--- src/design/fetq_pkg.sv ---
// shared constants, codes, types and helpers of the filtered event trace queue
`timescale 1ns / 1ps
`default_nettype none
package fetq_pkg;

  // ring geometry
  localparam int CAPACITY      = 64;
  localparam int ADDR_W        = $clog2(CAPACITY);
  localparam int OCC_W         = ADDR_W + 1;
  localparam int PAYLOAD_BYTES = 8;
  localparam int PAYLOAD_W     = 8 * PAYLOAD_BYTES;
  localparam int KIND_COUNT    = 4;
  localparam int KIND_W        = 2;
  localparam int KIND_IN_W     = 4;
  localparam int TAG_W         = 64;
  localparam int LEN_W         = 4;
  localparam int COUNT_W       = 32;
  localparam int SEQ_W         = 53;
  localparam int STATUS_W      = 4;
  localparam int CFG_IDX_W     = 3;
  localparam int CFG_DATA_W    = 53;

  localparam logic [SEQ_W-1:0] MAX_SEQUENCE = 53'h1F_FFFF_FFFF_FFFF;

  // register indexes on the configuration port
  localparam logic [CFG_IDX_W-1:0] REG_ENABLED     = 3'd0;
  localparam logic [CFG_IDX_W-1:0] REG_KIND_MASK   = 3'd1;
  localparam logic [CFG_IDX_W-1:0] REG_MAX_LEN     = 3'd2;
  localparam logic [CFG_IDX_W-1:0] REG_COALESCE    = 3'd3;
  localparam logic [CFG_IDX_W-1:0] REG_CONFIG_GEN  = 3'd4;
  localparam logic [CFG_IDX_W-1:0] REG_CONTEXT_GEN = 3'd5;

  // request codes
  localparam logic REQ_PUBLISH = 1'b0;
  localparam logic REQ_DRAIN   = 1'b1;

  // result status codes
  typedef enum logic [STATUS_W-1:0] {
    ST_PUBLISHED = 4'd0,
    ST_COALESCED = 4'd1,
    ST_DISABLED  = 4'd2,
    ST_FILTERED  = 4'd3,
    ST_BAD_KIND  = 4'd4,
    ST_TOO_LARGE = 4'd5,
    ST_FULL      = 4'd6,
    ST_SEQ_EXH   = 4'd7,
    ST_DRAINED   = 4'd8,
    ST_EMPTY     = 4'd9
  } status_t;

  // configuration register file contents
  typedef struct packed {
    logic                  enabled;
    logic [KIND_COUNT-1:0] kind_mask;
    logic [LEN_W-1:0]      max_payload_len;
    logic                  coalesce_on_overflow;
    logic [SEQ_W-1:0]      config_generation;
    logic [SEQ_W-1:0]      context_generation;
  } cfg_t;

  // one ring entry
  typedef struct packed {
    logic [TAG_W-1:0]     source;
    logic [TAG_W-1:0]     subject;
    logic [TAG_W-1:0]     correlation;
    logic [PAYLOAD_W-1:0] payload;
    logic [KIND_W-1:0]    kind;
    logic [LEN_W-1:0]     len;
    logic [COUNT_W-1:0]   coalesced;
    logic [SEQ_W-1:0]     generation;
  } entry_t;

  // ring memory access request
  typedef struct packed {
    logic              we;
    logic [ADDR_W-1:0] waddr;
    entry_t            wdata;
    logic              re;
    logic [ADDR_W-1:0] raddr;
  } mem_req_t;

  // keep the first len bytes of a payload word
  function automatic logic [PAYLOAD_W-1:0] byte_mask(input logic [LEN_W-1:0] len);
    logic [PAYLOAD_W-1:0] m;
    m = '0;
    for (int i = 0; i < PAYLOAD_BYTES; i++) begin
      m[8*i +: 8] = (32'(len) > i) ? 8'hFF : 8'h00;
    end
    return m;
  endfunction

endpackage
`default_nettype wire

--- src/design/fetq_ifs.sv ---
// channel interfaces of the filtered event trace queue
`timescale 1ns / 1ps
`default_nettype none


// configuration write channel
interface fetq_cfg_if;
  import fetq_pkg::*;
  logic                  valid;
  logic                  ready;
  logic [CFG_IDX_W-1:0]  index;
  logic [CFG_DATA_W-1:0] data;
  modport source (output valid, index, data, input ready);
  modport sink (input valid, index, data, output ready);
endinterface
`default_nettype wire

--- src/design/fetq_cfg_regs.sv ---
// configuration register file of the filtered event trace queue
`timescale 1ns / 1ps
`default_nettype none
module fetq_cfg_regs
  import fetq_pkg::*;
(
  input  wire logic clk,
  input  wire logic rst,
  fetq_cfg_if.sink  cfg,
  output cfg_t      regs
);

  // writes are always taken
  assign cfg.ready = 1'b1;

  // register writes
  always_ff @(posedge clk) begin
    if (rst) begin
      regs.enabled              <= 1'b0;
      regs.kind_mask            <= '1;
      regs.max_payload_len      <= LEN_W'(PAYLOAD_BYTES);
      regs.coalesce_on_overflow <= 1'b0;
      regs.config_generation    <= SEQ_W'(1);
      regs.context_generation   <= SEQ_W'(1);
    end else if (cfg.valid) begin
      case (cfg.index)
        REG_ENABLED:     regs.enabled              <= cfg.data[0];
        REG_KIND_MASK:   regs.kind_mask            <= cfg.data[KIND_COUNT-1:0];
        REG_MAX_LEN:     regs.max_payload_len      <= cfg.data[LEN_W-1:0];
        REG_COALESCE:    regs.coalesce_on_overflow <= cfg.data[0];
        REG_CONFIG_GEN:  regs.config_generation    <= cfg.data[SEQ_W-1:0];
        REG_CONTEXT_GEN: regs.context_generation   <= cfg.data[SEQ_W-1:0];
        default: ;
      endcase
    end
  end

endmodule
`default_nettype wire

--- src/flat_wrapper.sv ---
// flat-port wrapper written by rule: the top's interface ports become plain ports
module fetq_cfg_regs_flat import fetq_pkg::*;
  (clk, rst, regs, cfg_valid, cfg_index, cfg_data, cfg_ready);
  fetq_cfg_if cfg_i ();
  input  wire logic clk;
  input  wire logic rst;
  output cfg_t regs;
  input wire logic [$bits(cfg_i.valid)-1:0] cfg_valid;
  input wire logic [$bits(cfg_i.index)-1:0] cfg_index;
  input wire logic [$bits(cfg_i.data)-1:0] cfg_data;
  output wire logic [$bits(cfg_i.ready)-1:0] cfg_ready;
  assign cfg_i.valid = cfg_valid;
  assign cfg_i.index = cfg_index;
  assign cfg_i.data = cfg_data;
  assign cfg_ready = cfg_i.ready;
  fetq_cfg_regs u_core (.clk(clk), .rst(rst), .cfg(cfg_i), .regs(regs));
endmodule
--- config.mk ---
export PLATFORM = sky130hd
export DESIGN_NAME = fetq_cfg_regs_flat
export DESIGN_NICKNAME = d
export VERILOG_FILES = /design/src/design/fetq_pkg.sv /design/src/design/fetq_ifs.sv /design/src/design/fetq_cfg_regs.sv /design/src/flat_wrapper.sv
export SDC_FILE = /design/constraint.sdc
export NUM_CORES = 1
export LEC_CHECK = 0
export ABC_AREA = 1
export ABC_CLOCK_PERIOD_IN_PS = 1900
export BUFFER_PORTS_ARGS = -buffer_cell sky130_fd_sc_hd__buf_4
export CAP_MARGIN = 20
export CORE_ASPECT_RATIO = 1.5
export CORE_MARGIN = 5
export CORE_UTILIZATION = 45
export CTS_CLUSTER_SIZE = 30
export DETAILED_ROUTE_END_ITERATION = 6
export PLACE_DENSITY_LB_ADDON = 0.3
export SLEW_MARGIN = 20
export SYNTH_ARGS = -nofsm -noshare
export SYNTH_HDL_FRONTEND = slang
export SYNTH_SLANG_ARGS = --single-unit
--- constraint.sdc ---
create_clock -name clk -period 1.9 [get_ports clk]
set_input_delay 0.095 -clock clk [delete_from_list [all_inputs] [get_ports clk]]
set_output_delay 0.095 -clock clk [all_outputs]
set_load 0.05 [all_outputs]
==> results.cfg, run 1 <==
[floorplan]
std_cell_rows = 46
start_util_pct = 46.05
die_w_microns = 95.23
die_h_microns = 137.8
io_pins = 176
core_area_sq_um = 10650
die_area_sq_um = 13130

[logic_synthesis]
yosysSeqAreaShare_pct = 47.36
syn-cell-area_sq_um = 4903
syn_nets = 753
yosys.area_share.simple_pct = 40.24
synth-xor-area-share_pct = 0
synth_top_family_by_area = simple AND/OR/NAND/NOR gates
yosysWarnings = 0
syn_area_per_cell_sq_um = 7.065
synth_mux_area_share_pct = 0
synthAdderAreaFrac_pct = 0
synth_top_area_cell = dfxtp_1
synth_seq_cells = 116
synthTopCellsByArea = dfxtp_1 47%, nor2_1 17%, nand3_1 12%, nand2_1 9.6%, buf_6 5.1%
synth_top_area_share_pct = 47.36
syn_inst = 694
synth_compound_area_share_pct = 0.4083
post_synth_num_cell_types = 20

[clock_network]
insertion_delay_ns = 0.40
postCtsHoldBufs = 4
postCtsSetupRepairBufs = 0
ctsResizeCount = 0
clock-sinks = 116
cts_buffers = 17
cts_tree = built
cts.htree.levels = 4
clkTransAtPathRegs_ns = 0.05
cts_max_path_buffers = 2
root_buffer = clkbuf_16

[routing]
drtIter0Drc = 233
via_per_inst = 4.748
post-route-drc-count = 0
routed_wl_microns = 13790
drtAntennaViolNets = 0
routedWlPerCell_microns = 13.59
drt_first_pass_iters = 5
num_vias = 4819

[grt]
grt_overflow = 0
grt_pass1_vias = 4559
grt_pass1_wl_microns = 21600
track_usage_pct = 21.02
grt_max_degree = 79
antenna_found_initial = 0

[critical_path]
cp-end-kind = primary output
crit_arrival_ns = 0.99
slowest_stage = dfxtp_1
cp_max_fo = 2
worst_ep_required_time_ns = 1.80
cpPeakStageDelay_ns = 0.37
critical_path_class = reg -> out
path_buf_inv = 1
path_delay_family = flip-flops
crit_chain = buf_4
start_kind = register

[placement]
place_inst = 979
portBuffers = 174
place_congestion = 0.8451
hpwl_microns = 9657

[cells_and_area]
nFillCells = 951
regMostFlops = u_core.regs
largest_reg_flops = 116
drive_gt1_share_pct = 26.41
top_regs = u_core.regs x116
fin_cells = 1015
antennaDiodeCount = 0
fin_util_pct = 64.34
syn2layout_area_growth_pct = 39.70
finalNetCount = 917

[timing]
fmax_mhz = 920.6
min_period_ns = 1.086
finalClockSkew_ns = 0
rsz0062_at_grt = no
hold_violations = 0
hold_slack_ns = 0.02117
fin_setup_tns_ns = 0
post-route-period-util_pct = 57.17
setup_viol = 0
maxSlewViolCount = 0

[power_and_ir_drop]
vdd_ir_drop_max_mv = 0.6470
p_per_area_nw_per_um2 = 1001
p_leak_nw = 3.400

[run]
max-cap-violations = 0

[hold_path]
holdCritPathClass = in -> reg

[status]
status = completed
==> placed cells by master (no fill, tap or decap), drive strengths merged, types with 3 or more instances in the layout <==
cell / n
nand2: 129
dfxtp: 116
nand3: 116
buf: 185
nor2: 224
clkinv: 4
clkbuf: 21
bufinv: 3
inv: 59
dlygate4sd3: 4
clkinvlp: 5
==> worst paths after layout <==
check | startpoint | endpoint | slack, ns | depth (start not counted)
worst min register to register | u_core.regs[6] | u_core.regs[6] | 0.48 | 2
worst max register to register | u_core.regs[115] | u_core.regs[115] | 1.25 | 2
worst max-delay path | u_core.regs[99] | regs[99] | 0.81 | 1
worst min-delay path | cfg_data[52] | u_core.regs[52] | 0.02 | 5
==> cells by family (layout without fill, tap and decap cells) <==
kind of cell           after synthesis  count (layout)
AND/OR/NAND/NOR                    469             469
flip-flops                         116             116
buffers and inverters              104             281
AO/OA/AOI/OAI                        4               4
other                                1               1
==> layer usage <==
layer	track usage [%]	up-vias	wire length, microns
met5	0	-	0
met4	9.551	0	359
met3	5.574	33	945
met2	36.50	194	7051
met1	23.70	2143	5437
li1	-	2449	-
==> report_power, final <==
group	internal (mW)	switching, mW
clock network	2.20	1.12
logic	0.318	0.640
registers	2.52	0.0523
==> synthesized netlist by cell type <==
cell and n:
nand2_4 1, nor2_4 2, o21ai_0 2, nand2_2 2, a21oi_1 2, nand2_1 126
inv_2 3, nor2_8 2, buf_2 15, dfxtp_1 116, nor2_2 1, buf_1 5
nand3_1 115, inv_1 56, nor2_1 219, nand3_2 1, buf_4 2, buf_6 22
conb_1 1, inv_4 1
==> area by class of cell <==
type,count,area [sq um],area share (%)
multi-input combinational,474,1997,29.15
inverter,60,229.0,3.342
timing repair buffer,189,1491,21.77
clock inverter,11,150.1,2.192
clock buffer,21,480.5,7.014
tap,144,180.2,2.630
sequential,116,2322,33.90
==> per-stage QoR <==
stage	worst slack, ns	power (mW)	cell area (sq um)
2_1_floorplan	0.9979	3.273	4903
3_3_place_gp	0.7149	3.559	6180
3_5_place_dp	0.6483	3.575	6180
4_1_cts	0.7926	6.913	6850
5_1_grt	0.7737	7.115	6850
6_report	0.8137	6.854	6850
Note: power is estimated with default switching activity, not from simulation.
==> inputs of run 2 (changes only) <==
Settings changed: ABC_AREA 1 to 0, ABC_CLOCK_PERIOD_IN_PS 1900 to 1040.
Clock period 1.9 ns to 1.04 ns, I/O delays scaled along.
==> run 2 against run 1 <==
  * Clock power grew 78%
  * Synthesized cell count fell by 35%
  * Clock-buffer cell count up 1
  * Combinational power rose by 45%
  * Flip-flop and latch count did not move
  * Power grew 74%
  * Clock skew is the same
  * Sequential share of layout area down 3.1 points
  * Non-clock buffer count is 51 higher
==> results.cfg, run 2 <==
[routing]
drt_first_pass_iters = 4
via_per_inst = 4.648
num_vias = 3858
post-route-drc-count = 0
routed_wl_microns = 12480
routedWlPerCell_microns = 15.04
drtIter0Drc = 98
drtAntennaViolNets = 0

[grt]
grt_pass1_vias = 4082
grt_max_degree = 49
antenna_found_initial = 0
grt_overflow = 0
track_usage_pct = 19.14
grt_pass1_wl_microns = 19350

[logic_synthesis]
synth_top_area_share_pct = 48.25
synth_top_area_cell = dfxtp_1
yosysSeqAreaShare_pct = 48.25
synth-main-ff-cell = dfxtp_1
syn_area_per_cell_sq_um = 10.74
synthTopCellsByCount = 162 x nand2b_1, 116 x dfxtp_1, 116 x mux2i_1
syn_inst = 448
yosysWarnings = 0
syn-cell-area_sq_um = 4813
yosysMostFrequentCell = nand2b_1
synth-edff-count = 0
synthArstFlopShare_pct = 0
syn_nets = 507
post_synth_num_cell_types = 15
synth_seq_cells = 116
synthTopCellsByArea = dfxtp_1 48%, mux2i_1 24%, nand2b_1 21%, clkbuf_1 1.4%, buf_4 0.94%

[cells_and_area]
final_cell_mix = 162 x nand2b_1, 161 x buf_4, 116 x mux2i_1
antennaDiodeCount = 0
fin_cells = 830
regMostFlops = u_core.regs
finalNetCount = 732
top_regs = u_core.regs x116
largest_reg_flops = 116
fin_util_pct = 71.53
syn2layout_area_growth_pct = 56.51
layout_commonest_cell = nand2b_1
drive_gt1_share_pct = 32.36

[clock_network]
cts.htree.levels = 4
cts_max_path_buffers = 2
clock-sinks = 116
clkTransAtPathRegs_ns = 0.05
root_buffer = clkbuf_16
insertion_delay_ns = 0.40
cts_buffers = 17
cts_tree = built
postCtsSetupRepairBufs = 0

[floorplan]
start_util_pct = 45.70
io_pins = 176
die_h_microns = 136.7
die_area_sq_um = 12910
core_area_sq_um = 10530
std_cell_rows = 46
die_w_microns = 94.45

[power_and_ir_drop]
vdd_ir_drop_max_mv = 1.149
p_per_area_nw_per_um2 = 1582
p_leak_nw = 3.469

[critical_path]
path_delay_family = flip-flops
cp-end-kind = primary output
slowest_stage = dfxtp_1
worst_ep_required_time_ns = 0.99
crit_chain = buf_6
crit_arrival_ns = 0.96
cp_max_fo = 2
path_buf_inv = 1
critical_path_class = reg -> out
cpPeakStageDelay_ns = 0.38
start_kind = register

[timing]
fmax_mhz = 986.8
layout_setup_ws_ns = 0.02667
finalClockSkew_ns = 0
maxSlewViolCount = 0
post-route-period-util_pct = 97.44
fin_setup_tns_ns = 0
hold_violations = 0
rsz0062_at_grt = no
setup_viol = 0
hold_slack_ns = 0.04399
min_period_ns = 1.013

[placement]
portBuffers = 174
place_inst = 743
place_ws_ns = -0.04224
hpwl_microns = 8559
place_congestion = 0.7466

[status]
status = completed

[hold_path]
holdCritPathClass = in -> reg

[run]
max-cap-violations = 0
==> run 2: cell types whose count changed after synthesis, moves of 4 or more <==
cell      change
buf_6        -18
buf_2        -10
nor2_1      -208
buf_1         -5
buf_4         +4
inv_1        -56
mux2i_1     +116
nand2b_1    +162
clkbuf_1     +18
nand3_1     -115
nand2_1     -126
==> run 2: report_power, final <==
group | switching (mW) | total [mW] | internal [mW]
sequential | 0.0589 | 4.61 | 4.55
combinational | 0.723 | 1.39 | 0.667
clock | 1.93 | 5.92 | 3.99
total | 2.71 | 11.9 | 9.21
==> run 2: layout make-up <==
class / count / area, sq um
well taps: 144 / 180.2
fillers: 730 / 2999
multi-input cells: 298 / 2327
repair buffers: 240 / 2091
flip-flops and latches: 116 / 2323
clock inverters: 10 / 127.6
clock buffers: 22 / 484.2
==> run 2: metrics by stage <==
stage	total power, mW	cell area [sq um]
floorplan	5.445	4813
global placement	5.888	6300
detailed placement	5.910	6300
CTS	12.02	7473
global route	12.31	7533
finish	11.92	7533
==> run 2: what timing repair did <==
| item | 4_1_cts | 5_1_grt |
|---|---|---|
| setup endpoints to repair | 3 | 15 |
| gates resized for setup | 3 | 16 |
| hold buffers | 55 | 0 |
| hold endpoints to repair | 112 | 0 |
==> run 2: logic make-up (layout without fill, tap and decap cells) <==
family	after synthesis	after routing	share of synthesized area (%)
buffers and inverters	34	272	3.899
DFF	116	116	48.25
and+or+nand+nor	181	181	23.65
muxes	116	116	24.12
other	1	1	0.07791
==> run 2: metal layers <==
layer | vias to the layer above | GRT usage, % | wire [microns]
met5 | - | 0 | 0
met4 | 0 | 6.667 | 174
met3 | 10 | 7.316 | 893
met2 | 115 | 34.20 | 6566
met1 | 1808 | 20.35 | 4846
li1 | 1925 | - | -
==> run 2: final timing paths <==
kind	startpoint	endpoint	slack, ns	cells after the start
max	u_core.regs[27]	regs[27]	0.03	1
min	rst	u_core.regs[113]	0.04	3
max reg2reg	u_core.regs[114]	u_core.regs[114]	0.38	2
min reg2reg	u_core.regs[99]	u_core.regs[99]	0.47	2
==> inputs of run 3 (changes only) <==
Settings changed: ABC_AREA 0 to 1, GPL_ROUTABILITY_DRIVEN set to 0.
==> run 3 against run 2 <==
  * Global-route usage rose by 2.5 points
  * Hold slack got worse by 0.027 ns
  * Power increased by 1.8%
  * Critical endpoint is now regs[58]
  * Critical path depth is the same
  * Flip-flop and latch count is the same
  * Clock power down 7.6%
  * Largest power group unchanged
  * Utilization fell by 1.7 points
  * Cell count increased by 28%
==> results.cfg, run 3 (synthesized netlist as in run 1, its figures left out) <==
[timing]
rsz0062_at_grt = no
fin_setup_tns_ns = 0
min_period_ns = 1.011
maxSlewViolCount = 0
setup_viol = 0
hold_violations = 0
fmax_mhz = 989.4
post-route-period-util_pct = 97.18
finalClockSkew_ns = 0

[critical_path]
critical_path_class = reg -> out
slowest_stage = dfxtp_1
path_delay_family = flip-flops
worst_ep_required_time_ns = 0.99
cpPeakStageDelay_ns = 0.35
path_buf_inv = 1
cp_max_fo = 2
start_kind = register
cp-end-kind = primary output
crit_arrival_ns = 0.96
r2r_slack_ns = 0.42
crit_chain = buf_4

[cells_and_area]
drive_gt1_share_pct = 25.98
top_regs = u_core.regs x116
fin_util_pct = 69.79
regMostFlops = u_core.regs
layout_commonest_cell = nor2_1
nFillCells = 879
finalNetCount = 962
final_cell_mix = 219 x nor2_1, 142 x buf_4, 126 x nand2_1
antennaDiodeCount = 0
multi_input_area_sq_um = 1997
regArea_sq_um = 2331
largest_reg_flops = 116
syn2layout_area_growth_pct = 51.54

[power_and_ir_drop]
power_mw = 12.13
p_leak_nw = 3.627
p_per_area_nw_per_um2 = 1632
vdd_ir_drop_max_mv = 1.108

[clock_network]
cts_max_path_buffers = 2
insertion_delay_ns = 0.39
cts.htree.levels = 4
cts_tree = built
cts_buffers = 17
postCtsSetupRepairBufs = 0
root_buffer = clkbuf_16
clkTransAtPathRegs_ns = 0.05
clock-sinks = 116

[floorplan]
die_w_microns = 95.23
io_pins = 176
die_area_sq_um = 13130
die_h_microns = 137.8
start_util_pct = 46.05
std_cell_rows = 46
core_area_sq_um = 10650

[run]
max-cap-violations = 0

[status]
status = completed

[grt]
grt_max_degree = 59
antenna_found_initial = 0
grt_pass1_vias = 4854
grt_pass1_wl_microns = 22310
grt_overflow = 0
track_usage_pct = 21.63

[routing]
routed_wl_microns = 14320
routedWlPerCell_microns = 13.51
via_per_inst = 4.789
post-route-drc-count = 0
drt_first_pass_iters = 5
drtAntennaViolNets = 0
num_vias = 5076
drtIter0Drc = 213

[placement]
portBuffers = 174
hpwl_microns = 9633

[hold_path]
holdCritPathClass = in -> reg
==> run 3: changes by cell type in the layout (fill, tap and decap cells not counted), moves of 3 or more <==
cell and change:
nor2_1 +208, nand2b_1 -162, nand2_1 +126, mux2i_1 -116, nand3_1 +115, inv_1 +56, buf_6 +20, buf_4 -19
dlygate4sd3_1 -10, dfxtp_1 -6, dfxtp_2 +6, buf_12 +3, clkbuf_8 -3
==> run 3: power breakdown <==
part | leakage (nW) | total, mW | internal, mW | switching [mW]
combinational | 2.40 | 1.95 | 0.739 | 1.21
clock | 0.276 | 5.47 | 3.55 | 1.92
sequential | 0.946 | 4.71 | 4.61 | 0.103
==> run 3: path summary, 6_finish.rpt <==
kind,start,end,depth (start not counted)
hold reg to reg,u_core.regs[78],u_core.regs[78],2
hold / removal,cfg_data[35],u_core.regs[88],5
setup reg to reg,u_core.regs[106],u_core.regs[106],2
setup / recovery,u_core.regs[58],regs[58],1
==> run 3: through the flow <==
stage | std cells | hold WS [ns] | setup slack (ns) | cell area, sq um
finish | 1060 | 0.01666 | 0.02932 | 7431
detailed placement | 983 | 0.2713 | 0.04929 | 6272
CTS | 1060 | 0.0006494 | 0.0005401 | 7298
floorplan | 694 | 0.1652 | 0.1379 | 4903
global route | 1060 | 0.01180 | 0.00002764 | 7431
global placement | 983 | 0.2683 | 0.08958 | 6272
==> run 3: repair_timing <==
| action | 4_1_cts | 5_1_grt |
|---|---|---|
| hold buffers | 45 | 0 |
| pin swaps | 0 | 0 |
| endpoints found under the setup margin | 4 | 36 |
| endpoints found under the hold margin | 65 | 0 |
| gates resized for setup | 4 | 40 |
==> run 3: area by class of cell <==
class | instances | area share (%)
Clock inverter | 11 | 1.482
Multi-Input combinational cell | 474 | 26.87
Clock buffer | 21 | 6.062
Sequential cell | 116 | 31.37
Timing Repair Buffer | 234 | 28.71
Inverter | 60 | 3.081
Tap cell | 144 | 2.425
==> run 3: routing by layer <==
metal  up-vias  GRT usage, %  part of all wire [%]
met4         0         9.952                   2.6
met2       204         37.67                    53
li1       2535             -                     -
met1      2311         23.69                    38
met3        26         6.612                   6.7
met5         -             0                     0
