### config.mk
export PLATFORM = sky130hd
export DESIGN_NAME = fetq_ctrl_flat
export DESIGN_NICKNAME = d
export VERILOG_FILES = /design/src/design/fetq_pkg.sv /design/src/design/fetq_ifs.sv /design/src/design/fetq_ctrl.sv /design/src/flat_wrapper.sv
export SDC_FILE = /design/constraint.sdc
export NUM_CORES = 1
export LEC_CHECK = 0
export BUFFER_PORTS_ARGS = -buffer_cell sky130_fd_sc_hd__buf_2
export CAP_MARGIN = 20
export CORE_AREA = 5 5 610 612
export DETAILED_ROUTE_END_ITERATION = 8
export DIE_AREA = 0 0 615 617
export MAX_ROUTING_LAYER = met4
export PLACE_DENSITY = 0.3
export SYNTH_ARGS = -nofsm -noshare
export SYNTH_HDL_FRONTEND = slang
export SYNTH_SLANG_ARGS = --single-unit
### constraint.sdc
create_clock -name clk -period 29.8 [get_ports clk]
set_input_delay 5.96 -clock clk [delete_from_list [all_inputs] [get_ports clk]]
set_output_delay 5.96 -clock clk [all_outputs]
set_load 0.02 [all_outputs]
### src/design/fetq_pkg.sv
// shared constants, codes, types and helpers of the filtered event trace queue
`timescale 1ns / 1ps
`default_nettype none
package fetq_pkg;

  // ring geometry
  localparam int CAPACITY      = 64;
  localparam int ADDR_W        = $clog2(CAPACITY);
  localparam int OCC_W         = ADDR_W + 1;
  localparam int PAYLOAD_BYTES = 8;
  localparam int PAYLOAD_W     = 8 * PAYLOAD_BYTES;
  localparam int KIND_COUNT    = 4;
  localparam int KIND_W        = 2;
  localparam int KIND_IN_W     = 4;
  localparam int TAG_W         = 64;
  localparam int LEN_W         = 4;
  localparam int COUNT_W       = 32;
  localparam int SEQ_W         = 53;
  localparam int STATUS_W      = 4;
  localparam int CFG_IDX_W     = 3;
  localparam int CFG_DATA_W    = 53;

  localparam logic [SEQ_W-1:0] MAX_SEQUENCE = 53'h1F_FFFF_FFFF_FFFF;

  // register indexes on the configuration port
  localparam logic [CFG_IDX_W-1:0] REG_ENABLED     = 3'd0;
  localparam logic [CFG_IDX_W-1:0] REG_KIND_MASK   = 3'd1;
  localparam logic [CFG_IDX_W-1:0] REG_MAX_LEN     = 3'd2;
  localparam logic [CFG_IDX_W-1:0] REG_COALESCE    = 3'd3;
  localparam logic [CFG_IDX_W-1:0] REG_CONFIG_GEN  = 3'd4;
  localparam logic [CFG_IDX_W-1:0] REG_CONTEXT_GEN = 3'd5;

  // request codes
  localparam logic REQ_PUBLISH = 1'b0;
  localparam logic REQ_DRAIN   = 1'b1;

  // result status codes
  typedef enum logic [STATUS_W-1:0] {
    ST_PUBLISHED = 4'd0,
    ST_COALESCED = 4'd1,
    ST_DISABLED  = 4'd2,
    ST_FILTERED  = 4'd3,
    ST_BAD_KIND  = 4'd4,
    ST_TOO_LARGE = 4'd5,
    ST_FULL      = 4'd6,
    ST_SEQ_EXH   = 4'd7,
    ST_DRAINED   = 4'd8,
    ST_EMPTY     = 4'd9
  } status_t;

  // configuration register file contents
  typedef struct packed {
    logic                  enabled;
    logic [KIND_COUNT-1:0] kind_mask;
    logic [LEN_W-1:0]      max_payload_len;
    logic                  coalesce_on_overflow;
    logic [SEQ_W-1:0]      config_generation;
    logic [SEQ_W-1:0]      context_generation;
  } cfg_t;

  // one ring entry
  typedef struct packed {
    logic [TAG_W-1:0]     source;
    logic [TAG_W-1:0]     subject;
    logic [TAG_W-1:0]     correlation;
    logic [PAYLOAD_W-1:0] payload;
    logic [KIND_W-1:0]    kind;
    logic [LEN_W-1:0]     len;
    logic [COUNT_W-1:0]   coalesced;
    logic [SEQ_W-1:0]     generation;
  } entry_t;

  // ring memory access request
  typedef struct packed {
    logic              we;
    logic [ADDR_W-1:0] waddr;
    entry_t            wdata;
    logic              re;
    logic [ADDR_W-1:0] raddr;
  } mem_req_t;

  // keep the first len bytes of a payload word
  function automatic logic [PAYLOAD_W-1:0] byte_mask(input logic [LEN_W-1:0] len);
    logic [PAYLOAD_W-1:0] m;
    m = '0;
    for (int i = 0; i < PAYLOAD_BYTES; i++) begin
      m[8*i +: 8] = (32'(len) > i) ? 8'hFF : 8'h00;
    end
    return m;
  endfunction

endpackage
`default_nettype wire

### src/design/fetq_ifs.sv
// channel interfaces of the filtered event trace queue
`timescale 1ns / 1ps
`default_nettype none

// request channel
interface fetq_req_if;
  import fetq_pkg::*;
  logic                  valid;
  logic                  ready;
  logic                  req_type;
  logic [KIND_IN_W-1:0]  kind;
  logic [TAG_W-1:0]      source_tag;
  logic [TAG_W-1:0]      subject;
  logic [TAG_W-1:0]      correlation;
  logic [LEN_W-1:0]      payload_len;
  logic [PAYLOAD_W-1:0]  payload_word;
  logic                  coalescible;
  modport source (output valid, req_type, kind, source_tag, subject, correlation,
                  payload_len, payload_word, coalescible, input ready);
  modport sink (input valid, req_type, kind, source_tag, subject, correlation,
                payload_len, payload_word, coalescible, output ready);
endinterface

// result channel
interface fetq_res_if;
  import fetq_pkg::*;
  logic                  valid;
  logic                  ready;
  logic [STATUS_W-1:0]   status;
  logic [SEQ_W-1:0]      sequence_res;
  logic [KIND_W-1:0]     kind_out;
  logic [TAG_W-1:0]      source_out;
  logic [TAG_W-1:0]      subject_out;
  logic [TAG_W-1:0]      correlation_out;
  logic [LEN_W-1:0]      payload_len_out;
  logic [PAYLOAD_W-1:0]  payload_word_out;
  logic [COUNT_W-1:0]    coalesced_before;
  logic [SEQ_W-1:0]      event_config_generation;
  logic [SEQ_W-1:0]      event_context_generation;
  logic                  more_available;
  modport source (output valid, status, sequence_res, kind_out, source_out,
                  subject_out, correlation_out, payload_len_out, payload_word_out,
                  coalesced_before, event_config_generation,
                  event_context_generation, more_available, input ready);
  modport sink (input valid, status, sequence_res, kind_out, source_out,
                subject_out, correlation_out, payload_len_out, payload_word_out,
                coalesced_before, event_config_generation,
                event_context_generation, more_available, output ready);
endinterface

`default_nettype wire

### src/design/fetq_ctrl.sv
// request sequencer: checks, positions, coalesced counts and result register
`timescale 1ns / 1ps
`default_nettype none
module fetq_ctrl
  import fetq_pkg::*;
(
  input  wire logic   clk,
  input  wire logic   rst,
  input  wire cfg_t   regs,
  fetq_req_if.sink    req,
  fetq_res_if.source  res,
  output mem_req_t    mreq,
  input  wire entry_t rdata
);

  typedef enum logic {S_IDLE, S_DRAIN} state_t;

  state_t             state;
  logic [SEQ_W-1:0]   wr_pos;
  logic [SEQ_W-1:0]   rd_pos;
  logic [COUNT_W-1:0] pend [KIND_COUNT];

  logic               accept;
  logic [KIND_W-1:0]  kind_idx;
  logic [OCC_W-1:0]   occ;
  logic               ring_full;
  logic               ring_empty;
  logic [LEN_W-1:0]   limit;
  status_t            pub_status;
  logic [COUNT_W-1:0] pend_cur;
  logic               res_valid_next;

  // handshake: one request in flight, result slot free or draining
  assign req.ready = (state == S_IDLE) && (!res.valid || res.ready);
  assign accept    = req.valid && req.ready;

  // occupancy from the positions, never above capacity
  assign occ        = OCC_W'(wr_pos - rd_pos);
  assign ring_full  = (occ >= OCC_W'(CAPACITY));
  assign ring_empty = (rd_pos == wr_pos);
  assign kind_idx   = req.kind[KIND_W-1:0];
  assign pend_cur   = pend[kind_idx];
  assign limit      = (regs.max_payload_len > LEN_W'(PAYLOAD_BYTES))
                      ? LEN_W'(PAYLOAD_BYTES) : regs.max_payload_len;

  // result slot: filled by a finished request, held until taken
  assign res_valid_next = (state == S_DRAIN)
                          || (accept && !(req.req_type == REQ_DRAIN && !ring_empty))
                          || (res.valid && !res.ready);

  // publish checks in priority order
  always_comb begin
    if (req.kind >= KIND_IN_W'(KIND_COUNT)) begin
      pub_status = ST_BAD_KIND;
    end else if (!regs.enabled) begin
      pub_status = ST_DISABLED;
    end else if (!regs.kind_mask[kind_idx]) begin
      pub_status = ST_FILTERED;
    end else if (req.payload_len > limit) begin
      pub_status = ST_TOO_LARGE;
    end else if (wr_pos >= MAX_SEQUENCE) begin
      pub_status = ST_SEQ_EXH;
    end else if (ring_full) begin
      pub_status = (regs.coalesce_on_overflow && req.coalescible)
                   ? ST_COALESCED : ST_FULL;
    end else begin
      pub_status = ST_PUBLISHED;
    end
  end

  // ring memory requests
  always_comb begin
    mreq.we                = accept && (req.req_type == REQ_PUBLISH)
                             && (pub_status == ST_PUBLISHED);
    mreq.waddr             = wr_pos[ADDR_W-1:0];
    mreq.wdata.source      = req.source_tag;
    mreq.wdata.subject     = req.subject;
    mreq.wdata.correlation = req.correlation;
    mreq.wdata.payload     = req.payload_word & byte_mask(req.payload_len);
    mreq.wdata.kind        = kind_idx;
    mreq.wdata.len         = req.payload_len;
    mreq.wdata.coalesced   = pend_cur;
    mreq.wdata.generation  = regs.config_generation;
    mreq.re                = accept && (req.req_type == REQ_DRAIN) && !ring_empty;
    mreq.raddr             = rd_pos[ADDR_W-1:0];
  end

  // state, positions, pending counts and result register
  always_ff @(posedge clk) begin
    if (rst) begin
      state     <= S_IDLE;
      wr_pos    <= '0;
      rd_pos    <= '0;
      res.valid <= 1'b0;
      for (int k = 0; k < KIND_COUNT; k++) begin
        pend[k] <= '0;
      end
    end else begin
      res.valid <= res_valid_next;
      case (state)
        S_IDLE: begin
          if (accept) begin
            res.kind_out                 <= '0;
            res.source_out               <= '0;
            res.subject_out              <= '0;
            res.correlation_out          <= '0;
            res.payload_len_out          <= '0;
            res.payload_word_out         <= '0;
            res.coalesced_before         <= '0;
            res.event_context_generation <= '0;
            res.more_available           <= 1'b0;
            if (req.req_type == REQ_DRAIN) begin
              // status is replaced when the read data returns
              res.status                  <= ST_EMPTY;
              res.sequence_res            <= '0;
              res.event_config_generation <= '0;
              if (!ring_empty) begin
                rd_pos <= rd_pos + SEQ_W'(1);
                state  <= S_DRAIN;
              end
            end else begin
              res.status                  <= pub_status;
              res.sequence_res            <= (pub_status == ST_PUBLISHED)
                                             ? wr_pos + SEQ_W'(1) : '0;
              res.event_config_generation <= (pub_status != ST_BAD_KIND)
                                             ? regs.config_generation : '0;
              if (pub_status == ST_PUBLISHED) begin
                wr_pos         <= wr_pos + SEQ_W'(1);
                pend[kind_idx] <= '0;
              end else if (pub_status == ST_COALESCED && pend_cur != '1) begin
                pend[kind_idx] <= pend_cur + COUNT_W'(1);
              end
            end
          end
        end
        S_DRAIN: begin
          // read data is back; rd_pos already points past the drained entry
          res.status                   <= ST_DRAINED;
          res.sequence_res             <= rd_pos;
          res.kind_out                 <= rdata.kind;
          res.source_out               <= rdata.source;
          res.subject_out              <= rdata.subject;
          res.correlation_out          <= rdata.correlation;
          res.payload_len_out          <= rdata.len;
          res.payload_word_out         <= rdata.payload;
          res.coalesced_before         <= rdata.coalesced;
          res.event_config_generation  <= rdata.generation;
          res.event_context_generation <= regs.context_generation;
          res.more_available           <= !ring_empty;
          state                        <= S_IDLE;
        end
        default: state <= S_IDLE;
      endcase
    end
  end

endmodule
`default_nettype wire

### src/flat_wrapper.sv
// flat-port wrapper written by rule: the top's interface ports become plain ports
module fetq_ctrl_flat import fetq_pkg::*;
  (clk, rst, regs, mreq, rdata, req_valid, req_req_type, req_kind, req_source_tag, req_subject, req_correlation, req_payload_len, req_payload_word, req_coalescible, req_ready, res_valid, res_status, res_sequence_res, res_kind_out, res_source_out, res_subject_out, res_correlation_out, res_payload_len_out, res_payload_word_out, res_coalesced_before, res_event_config_generation, res_event_context_generation, res_more_available, res_ready);
  fetq_req_if req_i ();
  fetq_res_if res_i ();
  input  wire logic clk;
  input  wire logic rst;
  input  wire cfg_t regs;
  output mem_req_t mreq;
  input  wire entry_t rdata;
  input wire logic [$bits(req_i.valid)-1:0] req_valid;
  input wire logic [$bits(req_i.req_type)-1:0] req_req_type;
  input wire logic [$bits(req_i.kind)-1:0] req_kind;
  input wire logic [$bits(req_i.source_tag)-1:0] req_source_tag;
  input wire logic [$bits(req_i.subject)-1:0] req_subject;
  input wire logic [$bits(req_i.correlation)-1:0] req_correlation;
  input wire logic [$bits(req_i.payload_len)-1:0] req_payload_len;
  input wire logic [$bits(req_i.payload_word)-1:0] req_payload_word;
  input wire logic [$bits(req_i.coalescible)-1:0] req_coalescible;
  output wire logic [$bits(req_i.ready)-1:0] req_ready;
  output wire logic [$bits(res_i.valid)-1:0] res_valid;
  output wire logic [$bits(res_i.status)-1:0] res_status;
  output wire logic [$bits(res_i.sequence_res)-1:0] res_sequence_res;
  output wire logic [$bits(res_i.kind_out)-1:0] res_kind_out;
  output wire logic [$bits(res_i.source_out)-1:0] res_source_out;
  output wire logic [$bits(res_i.subject_out)-1:0] res_subject_out;
  output wire logic [$bits(res_i.correlation_out)-1:0] res_correlation_out;
  output wire logic [$bits(res_i.payload_len_out)-1:0] res_payload_len_out;
  output wire logic [$bits(res_i.payload_word_out)-1:0] res_payload_word_out;
  output wire logic [$bits(res_i.coalesced_before)-1:0] res_coalesced_before;
  output wire logic [$bits(res_i.event_config_generation)-1:0] res_event_config_generation;
  output wire logic [$bits(res_i.event_context_generation)-1:0] res_event_context_generation;
  output wire logic [$bits(res_i.more_available)-1:0] res_more_available;
  input wire logic [$bits(res_i.ready)-1:0] res_ready;
  assign req_i.valid = req_valid;
  assign req_i.req_type = req_req_type;
  assign req_i.kind = req_kind;
  assign req_i.source_tag = req_source_tag;
  assign req_i.subject = req_subject;
  assign req_i.correlation = req_correlation;
  assign req_i.payload_len = req_payload_len;
  assign req_i.payload_word = req_payload_word;
  assign req_i.coalescible = req_coalescible;
  assign req_ready = req_i.ready;
  assign res_valid = res_i.valid;
  assign res_status = res_i.status;
  assign res_sequence_res = res_i.sequence_res;
  assign res_kind_out = res_i.kind_out;
  assign res_source_out = res_i.source_out;
  assign res_subject_out = res_i.subject_out;
  assign res_correlation_out = res_i.correlation_out;
  assign res_payload_len_out = res_i.payload_len_out;
  assign res_payload_word_out = res_i.payload_word_out;
  assign res_coalesced_before = res_i.coalesced_before;
  assign res_event_config_generation = res_i.event_config_generation;
  assign res_event_context_generation = res_i.event_context_generation;
  assign res_more_available = res_i.more_available;
  assign res_i.ready = res_ready;
  fetq_ctrl u_core (.clk(clk), .rst(rst), .regs(regs), .req(req_i), .res(res_i), .mreq(mreq), .rdata(rdata));
endmodule
==> results of run 1 <==
-- logic make-up after synthesis --
kind of cell             after synthesis
AND/OR/NAND/NOR                     1047
buffers and inverters                485
multiplexers                          38
AO/OA/AOI/OAI                        287
XOR/XNOR                             154
adder cells (fa/ha/maj)               14
flip-flops                           694
-- metal layers --
metal	vias up	global-route usage, %	wire, um
met5	-	-	0
met2	1046	19.3	109000
met3	341	2.34	11500
li1	11281	-	-
met4	0	3.06	7080
met1	12683	11.1	75600
-- layout by cell type (no fill, tap or decap), types with 13 or more instances in the layout --
cell                        instances
sky130_fd_sc_hd__mux4_2            33
sky130_fd_sc_hd__dfxtp_1          107
sky130_fd_sc_hd__a21oi_1           79
sky130_fd_sc_hd__nor2_1           117
sky130_fd_sc_hd__nand2_1          107
sky130_fd_sc_hd__buf_2           1168
sky130_fd_sc_hd__nand4_1           59
sky130_fd_sc_hd__or4_1             31
sky130_fd_sc_hd__a22o_1            53
sky130_fd_sc_hd__clkinv_1          23
sky130_fd_sc_hd__clkinv_2          14
sky130_fd_sc_hd__clkbuf_16        104
sky130_fd_sc_hd__clkbuf_1          19
sky130_fd_sc_hd__o22ai_1           18
sky130_fd_sc_hd__nand3_1           61
sky130_fd_sc_hd__edfxtp_1         586
sky130_fd_sc_hd__o21ai_0           79
sky130_fd_sc_hd__and3_1            15
sky130_fd_sc_hd__diode_2           38
sky130_fd_sc_hd__o31ai_1           26
sky130_fd_sc_hd__buf_4             41
sky130_fd_sc_hd__nor4_1            20
sky130_fd_sc_hd__xnor2_1           81
sky130_fd_sc_hd__nor2b_1           53
sky130_fd_sc_hd__inv_1             39
sky130_fd_sc_hd__nor3_1           113
sky130_fd_sc_hd__or3_1             51
sky130_fd_sc_hd__and2_1           378
sky130_fd_sc_hd__ha_1              13
sky130_fd_sc_hd__xor2_1            73
-- final cells by class --
class | instances | area [um^2] | area share, %
Timing Repair Buffer | 1211 | 6190 | 13.6
Sequential cell | 694 | 19800 | 43.3
Antenna cell | 38 | 95.1 | 0.209
Tap cell | 4837 | 6050 | 13.3
Inverter | 39 | 146 | 0.321
Multi-Input combinational cell | 1540 | 10100 | 22.1
Clock inverter | 61 | 598 | 1.31
Clock buffer | 123 | 2670 | 5.86
-- flip-flops by register name (all words and copies together) (netlist names), 2 cells and up --
register                             flops
u_core.res.sequence_res                 53
u_core.res.status                        4
u_core.res.correlation_out              64
u_core.pend                            128
u_core.wr_pos                           53
u_core.rd_pos                           53
u_core.res.event_config_generation      53
u_core.res.subject_out                  64
u_core.res.payload_len_out               4
u_core.res.coalesced_before             32
u_core.res.event_context_generation     53
u_core.res.payload_word_out             64
u_core.res.kind_out                      2
u_core.res.source_out                   64
-- power breakdown --
| group | leakage (nW) | internal (mW) | switching (mW) | total, mW |
|---|---|---|---|---|
| Clock | 1.57 | 0.717 | 0.515 | 1.23 |
| Combinational | 8.01 | 0.0646 | 0.150 | 0.214 |
| Sequential | 6.61 | 1.08 | 0.0116 | 1.09 |
| Total | 16.2 | 1.86 | 0.677 | 2.54 |
-- stage by stage --
| step | cell area, um^2 | util, % | std cells | setup WS, ps | hold WS, ps |
|---|---|---|---|---|---|
| floorplan | 32700 | - | 2719 | 10230 | 458 |
| global placement | 42200 | 11.5 | 8319 | 15460 | 470 |
| detailed placement | 42200 | 11.5 | 8321 | 15380 | 478 |
| CTS | 45500 | 12.4 | 8505 | 15360 | 485 |
| global route | 45600 | 12.4 | 8527 | 15260 | 523 |
| finish | 45600 | 12.4 | 8543 | 15430 | 480 |
-- worst max-delay path: stages --
cell                      delay, ps
sky130_fd_sc_hd__buf_2           70
sky130_fd_sc_hd__buf_4          630
sky130_fd_sc_hd__mux4_2         490
sky130_fd_sc_hd__nand2_1        110
sky130_fd_sc_hd__or3_4          440
sky130_fd_sc_hd__nor4b_1        340
sky130_fd_sc_hd__buf_2          290
-- worst max path at each step --
stage / cells past startpoint / startpoint / slack (ps) / endpoint
2_1_floorplan: 4 / rst / 10230 / u_core.res.coalesced_before[0]
3_3_place_gp: 7 / req_kind[0] / 15460 / mreq[360]
3_5_place_dp: 7 / req_kind[0] / 15380 / mreq[360]
4_1_cts: 7 / req_kind[0] / 15360 / mreq[360]
5_1_grt: 7 / req_kind[0] / 15260 / mreq[360]
6_report: 7 / req_kind[0] / 15430 / mreq[360]
==> Implementation_results.wiki, run 1 <==
{| class="wikitable"
! Metric !! Value
|-
| Max Fclk || 69.6 MHz
|-
| Number of warnings printed during yosys synthesis || 0
|-
| Yosys top cell area share || 53.9%
|-
| Slack of the worst reg-to-reg path || 23640 ps
|-
| Post-Syn Instances || 2719
|-
| First-pass GRT wire length || 263000 um
|-
| Worst-case reg-to-reg path depth || 10
|-
| Complex-gate fraction of the synthesized area || 5.55%
|-
| Path type of the worst setup path || input pin to output pin
|-
| Maximum number of pins on one net before global-route repair || 149
|-
| Die ar. || 379000 um^2
|-
| Net count, final || 4336
|-
| Leak || 16.2 nW
|-
| #FFs+latches synth || 694
|-
| Via/cell ratio || 2.97
|-
| Total Negative Setup Slacks || 0 ps
|-
| Number of inserted filler cells in the final layout || 41761
|-
| Prevailing post-synth register cell || sky130_fd_sc_hd__edfxtp_1
|-
| Xor-xnor portion of the synthesized cell area || 4.13%
|-
| Worst Tran Pin Value || 1110 ps
|-
| Req. time, crit path || 23840 ps
|-
| Port-buffer cells || 1169
|-
| Final period demand of the worst path || 14370 ps
|-
| Synthesized net count || 3466
|-
| Inserted Clock Buffers || 103
|-
| Netlist area before placement || 32700 um^2
|-
| Outcome || finished, final reports clean
|-
| Number of unique standard cell types used by synthesis || 59
|-
| Latest clock arrival within the worst-skew pair || 830 ps
|-
| Final Hold Viols || 0
|-
| Final Max Tran Viols || 0
|-
| Initial Util || 8.91%
|-
| Die Y || 617 um
|-
| Fraction of final layout cells with drive strength greater than 1 || 38.5%
|-
| Number of remaining DRC errors || 0
|-
| Total track usage || 10.5%
|-
| Worst hold start || u_core.rd_pos[51]
|-
| CTS Buffer Depth || 4
|-
| Avg Cell Area, Syn || 12.0 um^2
|-
| I/O pins || 1554
|-
| Peak supply drop || 0.0000364 V
|-
| Overall power after layout || 2.54 mW
|-
| GRT Residual Overflow || 0
|-
| Resized cells post-CTS || 0
|-
| Placeable core region || 367000 um^2
|-
| Final HPWL from detailed placement || 163000 um
|-
| Post-CTS Repair Setup Buffers || 0
|-
| Final Routed Wirelength || 203000 um
|-
| Vias || 25351
|-
| Top cell types by occurrence after synthesis || 586 x sky130_fd_sc_hd__edfxtp_1, 378 x sky130_fd_sc_hd__and2_1, 269 x sky130_fd_sc_hd__buf_4, 135 x sky130_fd_sc_hd__clkbuf_1, 117 x sky130_fd_sc_hd__nor2_1
|-
| Sequential-to-total area share from yosys stat || 60.5%
|-
| Initial detailed-routing violation count || 1437
|-
| Dominant combinational cell family by area after synthesis || simple AND/OR/NAND/NOR gates
|-
| Largest area contributor in the netlist || sky130_fd_sc_hd__edfxtp_1
|-
| Fin crit share || 48.2%
|-
| Class of the tightest hold or removal check || flip-flop to flip-flop
|-
| Rel. slew slack || 26.1%
|-
| Clock-pin transition on the worst setup and hold timing paths || 50 ps
|-
| Most frequent cell after synthesis || sky130_fd_sc_hd__edfxtp_1
|-
| Post-route ant nets || 0
|-
| Endpoint arrival time on the critical path || 8410 ps
|-
| Vias in the first global route || 25952
|-
| Unrepaired setup endpoints after global routing || false
|-
| Initial antenna violation count || 79
|-
| Setup-failing EPs final || 0
|-
| Cells taking the most area after synthesis || sky130_fd_sc_hd__edfxtp_1 54%, sky130_fd_sc_hd__and2_1 7.2%, sky130_fd_sc_hd__dfxtp_1 6.6%
|-
| First-pass iteration count of the detailed router || 5
|-
| Fraction of synthesized area in multiplexers || 2.44%
|-
| Post-synthesis simple-gate area fraction || 18.0%
|-
| Row Count || 223
|-
| Wire length per cell after detailed routing || 23.8 um
|-
| Number of enable flip-flop cells after synthesis || 586
|-
| CP endpoint kind || output pin
|-
| Worst reg2reg path startpoint || u_core.state
|-
| Max-capacitance violation count || 0
|-
| Terminating pin of the worst hold path || u_core.rd_pos[51]
|-
| Area grow syn2layout || 39.6%
|-
| Power density over cell area || 55.6 nW/um^2
|-
| Async set or reset register ratio after synthesis || 0%
|-
| Root cell of the clock tree || sky130_fd_sc_hd__clkbuf_16
|-
| RePlAce Congestion || 0.947
|-
| Reg-to-Reg End || u_core.res.payload_word_out[24]
|-
| Width of the die || 615 um
|-
| Worst Setup Start Kind || input pin
|-
| Biggest fanout along the worst timing path || 38
|-
| Hold buffer count at cts || 0
|-
| Clock tree from TritonCTS || built
|-
| Instance count along the most critical hold path || 2
|-
| Post-synthesis share of cell area spent on full adders, half adders and majority gates || 0.559%
|-
| H-tree level count || 3
|-
| Worst clock skew on the final layout || 94.1 ps
|-
| CTS Sinks || 694
|}
Power figures use the tool's default switching activity.
==> run 2: changes to the inputs <==
ABC_AREA = 1   (was default)
CORE_AREA = 5 5 595 597   (was 5 5 610 612)
DIE_AREA = 0 0 600 602   (was 0 0 615 617)
PLACE_DENSITY = 0.32   (was 0.3)
clock period = 12.3 ns   (was 29.8 ns; I/O delays follow)
==> run 2 against run 1 <==
Compared with the run above:
- clock power up 140%
- largest cell class unchanged
- register-to-register slack lost 16000 ps
- non-clock buffer count down 9
- clock-buffer cell count decreased by 13
- first-iteration DRC count is 71% higher
- synthesized cell count rose by 40%
- via count up 21%
- global-route usage grew 4.4 points
- design area grew 4.1%
- power rose to 2.6 times the previous value
- area after synthesis grew 7.1%
- critical endpoint unchanged
- core utilization grew 1.2 points
==> Implementation_results.wiki, run 2 <==
{| class="wikitable"
! Metric !! Value
|-
| Outcome || finished, final reports clean
|-
| Endpoint arrival time on the critical path || 5090 ps (-3320 ps)
|-
| Critical path's slowest cell || sky130_fd_sc_hd__ha_1
|-
| Latest clock arrival within the worst-skew pair || 730 ps (-100 ps)
|-
| Class of the tightest hold or removal check || flip-flop to flip-flop
|-
| Fin crit share || 61.4%
|-
| Unrepaired setup endpoints after global routing || false
|-
| Worst-case reg-to-reg path depth || 16 (+6)
|-
| Wire length per cell after detailed routing || 29.1 um (+22%)
|-
| Combinational share of power || 14.5% (+6.1 points)
|-
| Critical path startpoint || regs[107]
|-
| Post-Syn Instances || 3800 (+40%)
|-
| Inserted Clock Buffers || 96 (-6.8%)
|-
| Post-DP Area || 44200 um^2 (+4.6%)
|-
| Minimum hold slack || 482 ps (+1.42 ps)
|-
| Port-buffer cells || 1169 (unchanged)
|-
| Hold buffer count at cts || 0 (unchanged)
|-
| Cells taking the most area after synthesis || sky130_fd_sc_hd__edfxtp_1 50%, sky130_fd_sc_hd__nand2_1 9.4%, sky130_fd_sc_hd__inv_1 7.5%
|-
| Yosys top cell area share || 50.3% (-3.5 points)
|-
| Placeable core region || 348000 um^2 (-5.1%)
|-
| Async set or reset register ratio after synthesis || 0% (unchanged)
|-
| Met1 layer wirelength in the final routing || 95600 um (+26%)
|-
| Via/cell ratio || 3.26 (+9.9%)
|-
| Netlist area before placement || 35000 um^2 (+7.1%)
|-
| Rel. slew slack || 31.5% (+5.3 points)
|-
| Biggest fanout along the worst timing path || 3 (-92%)
|-
| Final Routed Wirelength || 273000 um (+34%)
|-
| Top cell types by occurrence after synthesis || 874 x sky130_fd_sc_hd__nand2_1, 695 x sky130_fd_sc_hd__inv_1, 586 x sky130_fd_sc_hd__edfxtp_1, 350 x sky130_fd_sc_hd__nor2_1, 270 x sky130_fd_sc_hd__buf_4
|-
| GRT Residual Overflow || 0 (unchanged)
|-
| Fraction of power spent switching nets || 31.2% (+4.6 points)
|-
| Sequence of cells on the critical path || buf_2, nor3_1, o21ai_0, ha_1, inv_1, nor2_1, o21ai_0, nand2_1, nand2_1, inv_1, o21ai_1, nand3_1, nor2_4, buf_2
|-
| Number of unique standard cell types used by synthesis || 52 (-12%)
|-
| Post-route ant nets || 0 (unchanged)
|-
| Maximum number of pins on one net before global-route repair || 132 (-11%)
|-
| Fraction of power consumed by the clock network || 43.9% (-4.7 points)
|-
| Max FFs per register || 128 (unchanged)
|-
| Req. time, crit path || 9840 ps (-14000 ps)
|-
| Sequential-to-total area share from yosys stat || 56.5% (-4.0 points)
|-
| Highest-count cells in the layout ignoring fill and taps || 1169 x sky130_fd_sc_hd__buf_2, 871 x sky130_fd_sc_hd__nand2_1, 694 x sky130_fd_sc_hd__inv_1
|-
| Vias || 30607 (+21%)
|-
| Final period demand of the worst path || 7550 ps
|-
| Final HPWL from detailed placement || 230000 um (+41%)
|-
| Reg-to-Reg End || u_core.pend[2][10]
|-
| I/O pins || 1554 (unchanged)
|-
| First-pass GRT wire length || 341000 um (+30%)
|-
| Prevailing post-synth register cell || sky130_fd_sc_hd__edfxtp_1
|-
| CP endpoint kind || output pin
|-
| Number of inserted filler cells in the final layout || 39994 (-4.2%)
|-
| Width of the die || 600 um (-2.4%)
|-
| Worst Slack Setup Final || 4750 ps (-10690 ps)
|-
| H-tree level count || 3 (unchanged)
|-
| Met3 Wirelength || 15200 um (+32%)
|-
| Critical path destination || mreq[360]
|-
| Place WS || 4530 ps (-10850 ps)
|-
| RePlAce Congestion || 0.904 (-4.5%)
|-
| Largest reg by FF count || u_core.pend
|-
| Synthesized net count || 4547 (+31%)
|-
| Internal power || 4.59 mW (+150%)
|-
| #FFs+latches synth || 694 (unchanged)
|-
| Initial Util || 10.1% (+1.1 points)
|-
| Area grow syn2layout || 35.6%
|-
| Final Hold Viols || 0 (unchanged)
|-
| Worst Setup Start Kind || input pin
|-
| Highest metal layer used by the detailed router || met4
|-
| Net count, final || 5425 (+25%)
|-
| CTS Sinks || 694 (unchanged)
|-
| Routed length on met2 || 148000 um (+36%)
|-
| Worst clock skew on the final layout || 71.5 ps (-22.6 ps)
|-
| Resized cells post-CTS || 0 (unchanged)
|-
| Root cell of the clock tree || sky130_fd_sc_hd__clkbuf_16
|-
| Sequential share of power || 41.7% (-1.3 points)
|-
| Die ar. || 361000 um^2 (-4.8%)
|-
| Initial antenna violation count || 96 (+22%)
|-
| Path type of the worst setup path || input pin to output pin
|-
| Avg Cell Area, Syn || 9.21 um^2 (-23%)
|-
| Largest area contributor in the netlist || sky130_fd_sc_hd__edfxtp_1
|-
| Leading cell type in the layout, fill and taps excluded || sky130_fd_sc_hd__buf_2
|-
| Total Negative Setup Slacks || 0 ps (unchanged)
|-
| Final Instance Area || 47500 um^2 (+4.1%)
|-
| Number of remaining DRC errors || 0 (unchanged)
|-
| Vias in the first global route || 30714 (+18%)
|-
| Setup-failing EPs final || 0 (unchanged)
|-
| Leak || 21.2 nW (+31%)
|-
| Total track usage || 14.8% (+4.4 points)
|-
| Worst reg2reg path startpoint || u_core.rd_pos[5]
|-
| Clock-pin transition on the worst setup and hold timing paths || 50 ps (about the same)
|-
| Final Max Tran Viols || 0 (unchanged)
|-
| First-pass iteration count of the detailed router || 6 (+1)
|-
| Worst Tran Pin Value || 1030 ps (-80.2 ps)
|-
| Max Fclk || 132 MHz
|-
| Initial detailed-routing violation count || 2459 (+71%)
|-
| Post-CTS Repair Setup Buffers || 0 (unchanged)
|-
| Peak supply drop || 0.000112 V (+210%)
|-
| Number of warnings printed during yosys synthesis || 0 (unchanged)
|-
| Most frequent cell after synthesis || sky130_fd_sc_hd__nand2_1
|-
| Power density over cell area || 141 nW/um^2 (+150%)
|-
| Overall power after layout || 6.68 mW (+160%)
|-
| Max-capacitance violation count || 0 (unchanged)
|-
| Clock tree from TritonCTS || built
|-
| Die Y || 602 um (-2.4%)
|-
| CTS Buffer Depth || 3 (-1)
|-
| Row Count || 217 (-2.7%)
|-
| Delay of the slowest cell on the worst path || 340 ps (-290 ps)
|-
| Switching power || 2.09 mW (+210%)
|-
| Fraction of final layout cells with drive strength greater than 1 || 29.7% (-8.7 points)
|-
| Number of enable flip-flop cells after synthesis || 586 (unchanged)
|-
| Slack of the worst reg-to-reg path || 7270 ps (-16370 ps)
|}
==> run 2: cell types whose count changed after synthesis, sizes merged, moves of 50 or more <==
cell   change
or3       -52
nor2     +249
nand2    +776
nand4     +51
xnor2     -63
a22o      -50
and2     -374
nor3      -65
a32o      +55
inv      +668
nor2b     -53
==> run 2: logic make-up (layout without fill, tap and decap cells) <==
kind of cell               after synthesis  count (layout)  share of synthesized area, %
buffers and inverters                 1130            2091                          15.5
DFF                                    694             694                          56.5
adders and majority gates               14              14                         0.522
xor gates and xnor gates               130             130                          3.25
and+or+nand+nor                       1545            1545                          18.7
AOI/OAI and AO/OA                      287             287                          5.61
other                                    0              29                             0
==> run 2: power by group through the flow <==
stage / Clock [mW] / Sequential, mW / Combinational, mW
finish: 2.93 / 2.78 / 0.967
global route: 3.14 / 2.79 / 1.03
CTS: 3.08 / 2.79 / 1.01
detailed placement: 0 / 2.84 / 1.00
global placement: 0 / 2.84 / 1.01
floorplan: 0 / 2.94 / 0.416
==> run 2: worst max-delay path: cells and delay by family <==
| kind | cells | cell delay, ps |
|---|---|---|
| AND/OR/NAND/NOR | 6 | 1150 |
| AO/OA/AOI/OAI | 3 | 550 |
| adder cells (fa/ha/maj) | 1 | 340 |
| buffers and inverters | 4 | 560 |
==> run 2: worst min-delay path by stage <==
stage | start | end | slack [ps] | cells after the start
floorplan | u_core.rd_pos[20] | u_core.rd_pos[20] | 460 | 2
global placement | u_core.rd_pos[32] | u_core.rd_pos[32] | 470 | 2
detailed placement | u_core.rd_pos[32] | u_core.rd_pos[32] | 470 | 2
CTS | u_core.rd_pos[32] | u_core.rd_pos[32] | 480 | 2
global route | u_core.rd_pos[20] | u_core.rd_pos[20] | 510 | 2
finish | u_core.rd_pos[32] | u_core.rd_pos[32] | 480 | 2
==> run 2: area by class of cell <==
cell class	count	area (um^2)	area share, %
diodes	29	72.6	0.153
clock inverters	71	691	1.46
repair buffers	1202	6170	13.0
inverters	708	2660	5.61
multi-input cells	1976	9850	20.8
well taps	4599	5750	12.1
flip-flops and latches	694	19800	41.6
clock buffers	110	2490	5.24
==> run 2: through the flow <==
| stage | util, % | instances |
|---|---|---|
| 3_5_place_dp | 12.7 | 9177 |
| 3_3_place_gp | 12.7 | 9177 |
| 5_1_grt | 13.6 | 9372 |
| 4_1_cts | 13.6 | 9358 |
| 6_report | 13.6 | 9389 |
| 2_1_floorplan | - | 3800 |
==> run 2: metal layers <==
layer	global-route usage, %	up-vias
met2	27.7	1298
met4	6.58	0
met3	2.71	441
met1	14.9	15090
met5	-	-
li1	-	13778
==> run 3: changes to the inputs <==
PLACE_DENSITY = 0.31   (was 0.32)
clock period = 7.8 ns   (was 12.3 ns; I/O delays follow)
==> run 3 against run 2 <==
Compared with the run above:
- setup slack got worse by 2700 ps
- sequential power increased by 58%
- sequential share of layout area about the same
- core utilization is essentially flat
- critical endpoint unchanged
- clock power up 51%
- flip-flop and latch count unchanged
- non-clock buffer count rose by 14
- design area shrank 0.11%
- via count up 0.26%
- die area is the same
- final cell count about the same
==> Implementation_results.wiki, run 3 (same netlist as run 2, synthesis figures left out) <==
{| class="wikitable"
! Metric !! Value
|-
| Outcome || finished, final reports clean
|-
| Worst Setup Start Kind || input pin
|-
| Req. time, crit path || 6240 ps (-3600 ps)
|-
| Worst Tran Pin Value || 1100 ps (+71.6 ps)
|-
| Final HPWL from detailed placement || 242000 um (+5.2%)
|-
| Final period demand of the worst path || 5740 ps
|-
| Setup-failing EPs final || 0 (unchanged)
|-
| Max FFs per register || 128 (unchanged)
|-
| Resized cells post-CTS || 0 (unchanged)
|-
| Via/cell ratio || 3.27 (+0.20%)
|-
| Worst Slack Setup Final || 2060 ps (-2690 ps)
|-
| CP endpoint kind || output pin
|-
| Fraction of power spent switching nets || 31.6% (+0.38 points)
|-
| Clock tree from TritonCTS || built
|-
| Area grow syn2layout || 35.5%
|-
| Max-capacitance violation count || 0 (unchanged)
|-
| Die ar. || 361000 um^2 (unchanged)
|-
| Fin crit share || 73.6%
|-
| Vias in the first global route || 30648 (-0.21%)
|-
| Width of the die || 600 um (unchanged)
|-
| Maximum number of pins on one net before global-route repair || 119 (-9.8%)
|-
| Peak supply drop || 0.000166 V (+48%)
|-
| Hold buffer count at cts || 0 (unchanged)
|-
| Net count, final || 5438 (+0.24%)
|-
| Internal power || 7.11 mW (+55%)
|-
| Latest clock arrival within the worst-skew pair || 730 ps (about the same)
|-
| Max Fclk || 174 MHz
|-
| Final Max Tran Viols || 0 (unchanged)
|-
| Biggest fanout along the worst timing path || 4 (+1)
|-
| Initial Util || 10.1% (unchanged)
|-
| Total Negative Setup Slacks || 0 ps (unchanged)
|-
| Initial detailed-routing violation count || 2169 (-12%)
|-
| Placeable core region || 348000 um^2 (unchanged)
|-
| Port-buffer cells || 1169 (unchanged)
|-
| Class of the tightest hold or removal check || flip-flop to flip-flop
|-
| CTS Sinks || 694 (unchanged)
|-
| Largest reg by FF count || u_core.pend
|-
| Path type of the worst setup path || input pin to output pin
|-
| Endpoint arrival time on the critical path || 4180 ps (-910 ps)
|-
| Combinational share of power || 15.1% (+0.6 points)
|-
| Switching power || 3.29 mW (+58%)
|-
| Highest-count cells in the layout ignoring fill and taps || 1170 x sky130_fd_sc_hd__buf_2, 873 x sky130_fd_sc_hd__nand2_1, 694 x sky130_fd_sc_hd__inv_1
|-
| Number of inserted filler cells in the final layout || 40014 (+0.050%)
|-
| Fraction of final layout cells with drive strength greater than 1 || 29.8% (about the same)
|-
| Wire length per cell after detailed routing || 30.2 um (+3.8%)
|-
| I/O pins || 1554 (unchanged)
|-
| Rel. slew slack || 26.4% (-5.0 points)
|-
| Unrepaired setup endpoints after global routing || false
|-
| CTS Buffer Depth || 3 (unchanged)
|-
| Inserted Clock Buffers || 95 (-1.0%)
|-
| H-tree level count || 3 (unchanged)
|-
| Fraction of power consumed by the clock network || 42.6% (-1.3 points)
|-
| Final Hold Viols || 0 (unchanged)
|-
| RePlAce Congestion || 0.936 (+3.6%)
|-
| Worst clock skew on the final layout || 55.8 ps (-15.6 ps)
|-
| Root cell of the clock tree || sky130_fd_sc_hd__clkbuf_16
|-
| First-pass GRT wire length || 353000 um (+3.3%)
|-
| Post-route ant nets || 0 (unchanged)
|-
| Die Y || 602 um (unchanged)
|-
| Place WS || 1850 ps (-2670 ps)
|-
| Leak || 21.2 nW (-0.15%)
|-
| Leading cell type in the layout, fill and taps excluded || sky130_fd_sc_hd__buf_2
|-
| First-pass iteration count of the detailed router || 5 (-1)
|-
| Final Routed Wirelength || 283000 um (+3.9%)
|-
| Non-filler instance count after layout || 9395 (+0.064%)
|-
| Initial antenna violation count || 125 (+30%)
|-
| Vias || 30688 (+0.26%)
|-
| Clock-pin transition on the worst setup and hold timing paths || 60 ps (about the same)
|-
| GRT Residual Overflow || 0 (unchanged)
|-
| Number of cells in the design after placement || 9193 (+0.17%)
|-
| Total track usage || 15.4% (+0.60 points)
|-
| Row Count || 217 (unchanged)
|-
| Final core utilization || 13.6% (-0.014 points)
|-
| Sequential share of power || 42.3% (+0.6 points)
|-
| Number of remaining DRC errors || 0 (unchanged)
|-
| Combined flip-flop and latch cell area || 19800 um^2 (unchanged)
|-
| Overall power after layout || 10.4 mW (+56%)
|-
| Power density over cell area || 219 nW/um^2 (+56%)
|-
| Multi-input logic area || 9860 um^2 (about the same)
|-
| Post-CTS Repair Setup Buffers || 0 (unchanged)
|}
run 3: cell types whose count changed in the layout (fill, tap and decap cells not counted), sizes merged:
| cell | before | now |
|---|---|---|
| clkbuf | 110 | 117 |
| clkinvlp | 2 | 5 |
| clkinv | 52 | 37 |
| bufinv | 10 | 7 |
| buf | 1202 | 1216 |
run 3: cell type report:
cell class / instances / share of cell area (%)
sequential: 694 / 41.7
antenna: 29 / 0.153
inverter: 708 / 5.64
timing repair buffer: 1216 / 13.2
clock buffer: 117 / 5.21
tap: 4599 / 12.1
multi-input combinational: 1976 / 20.8
clock inverter: 56 / 1.18
run 3: power by group through the flow:
| stage | registers [mW] | clock network [mW] | logic (mW) |
|---|---|---|---|
| floorplan | 4.64 | 0 | 0.657 |
| global placement | 4.49 | 0 | 1.64 |
| detailed placement | 4.48 | 0 | 1.64 |
| CTS | 4.41 | 4.65 | 1.64 |
| global route | 4.42 | 4.75 | 1.67 |
| finish | 4.40 | 4.43 | 1.57 |
run 3: path summary, 6_finish.rpt:
kind / startpoint / endpoint / slack [ps] / depth (start not counted)
hold / removal: u_core.rd_pos[30] / u_core.rd_pos[30] / 480 / 2
setup reg to reg: u_core.wr_pos[4] / u_core.pend[1][3] / 3190 / 16
hold reg to reg: u_core.rd_pos[30] / u_core.rd_pos[30] / 480 / 2
setup / recovery: regs[107] / mreq[360] / 2060 / 14
run 3: critical path, cell delays in order:
cell and delay (ps):
sky130_fd_sc_hd__buf_2 100, sky130_fd_sc_hd__nor3_1 160, sky130_fd_sc_hd__o21ai_0 100, sky130_fd_sc_hd__ha_1 300
sky130_fd_sc_hd__inv_1 70, sky130_fd_sc_hd__nor2_1 40, sky130_fd_sc_hd__o21ai_0 160, sky130_fd_sc_hd__nand2_1 70
sky130_fd_sc_hd__nand2_1 280, sky130_fd_sc_hd__inv_1 90, sky130_fd_sc_hd__o21ai_1 230, sky130_fd_sc_hd__nand3_1 230
sky130_fd_sc_hd__nor2_4 490, sky130_fd_sc_hd__buf_2 270
run 3: metal layers:
layer	GRT usage [%]	share of wire, %	vias to the layer above
li1	-	-	13776
met1	15.9	36	15123
met2	28.3	53	1351
met3	3.04	6.0	438
met4	6.53	5.3	0
met5	-	0	-
run 3: through the flow:
step | cell area, um^2 | hold WS [ps]
5_1_grt | 47400 | 511
2_1_floorplan | 35000 | 458
3_5_place_dp | 44300 | 478
4_1_cts | 47300 | 487
6_report | 47400 | 482
3_3_place_gp | 44300 | 471
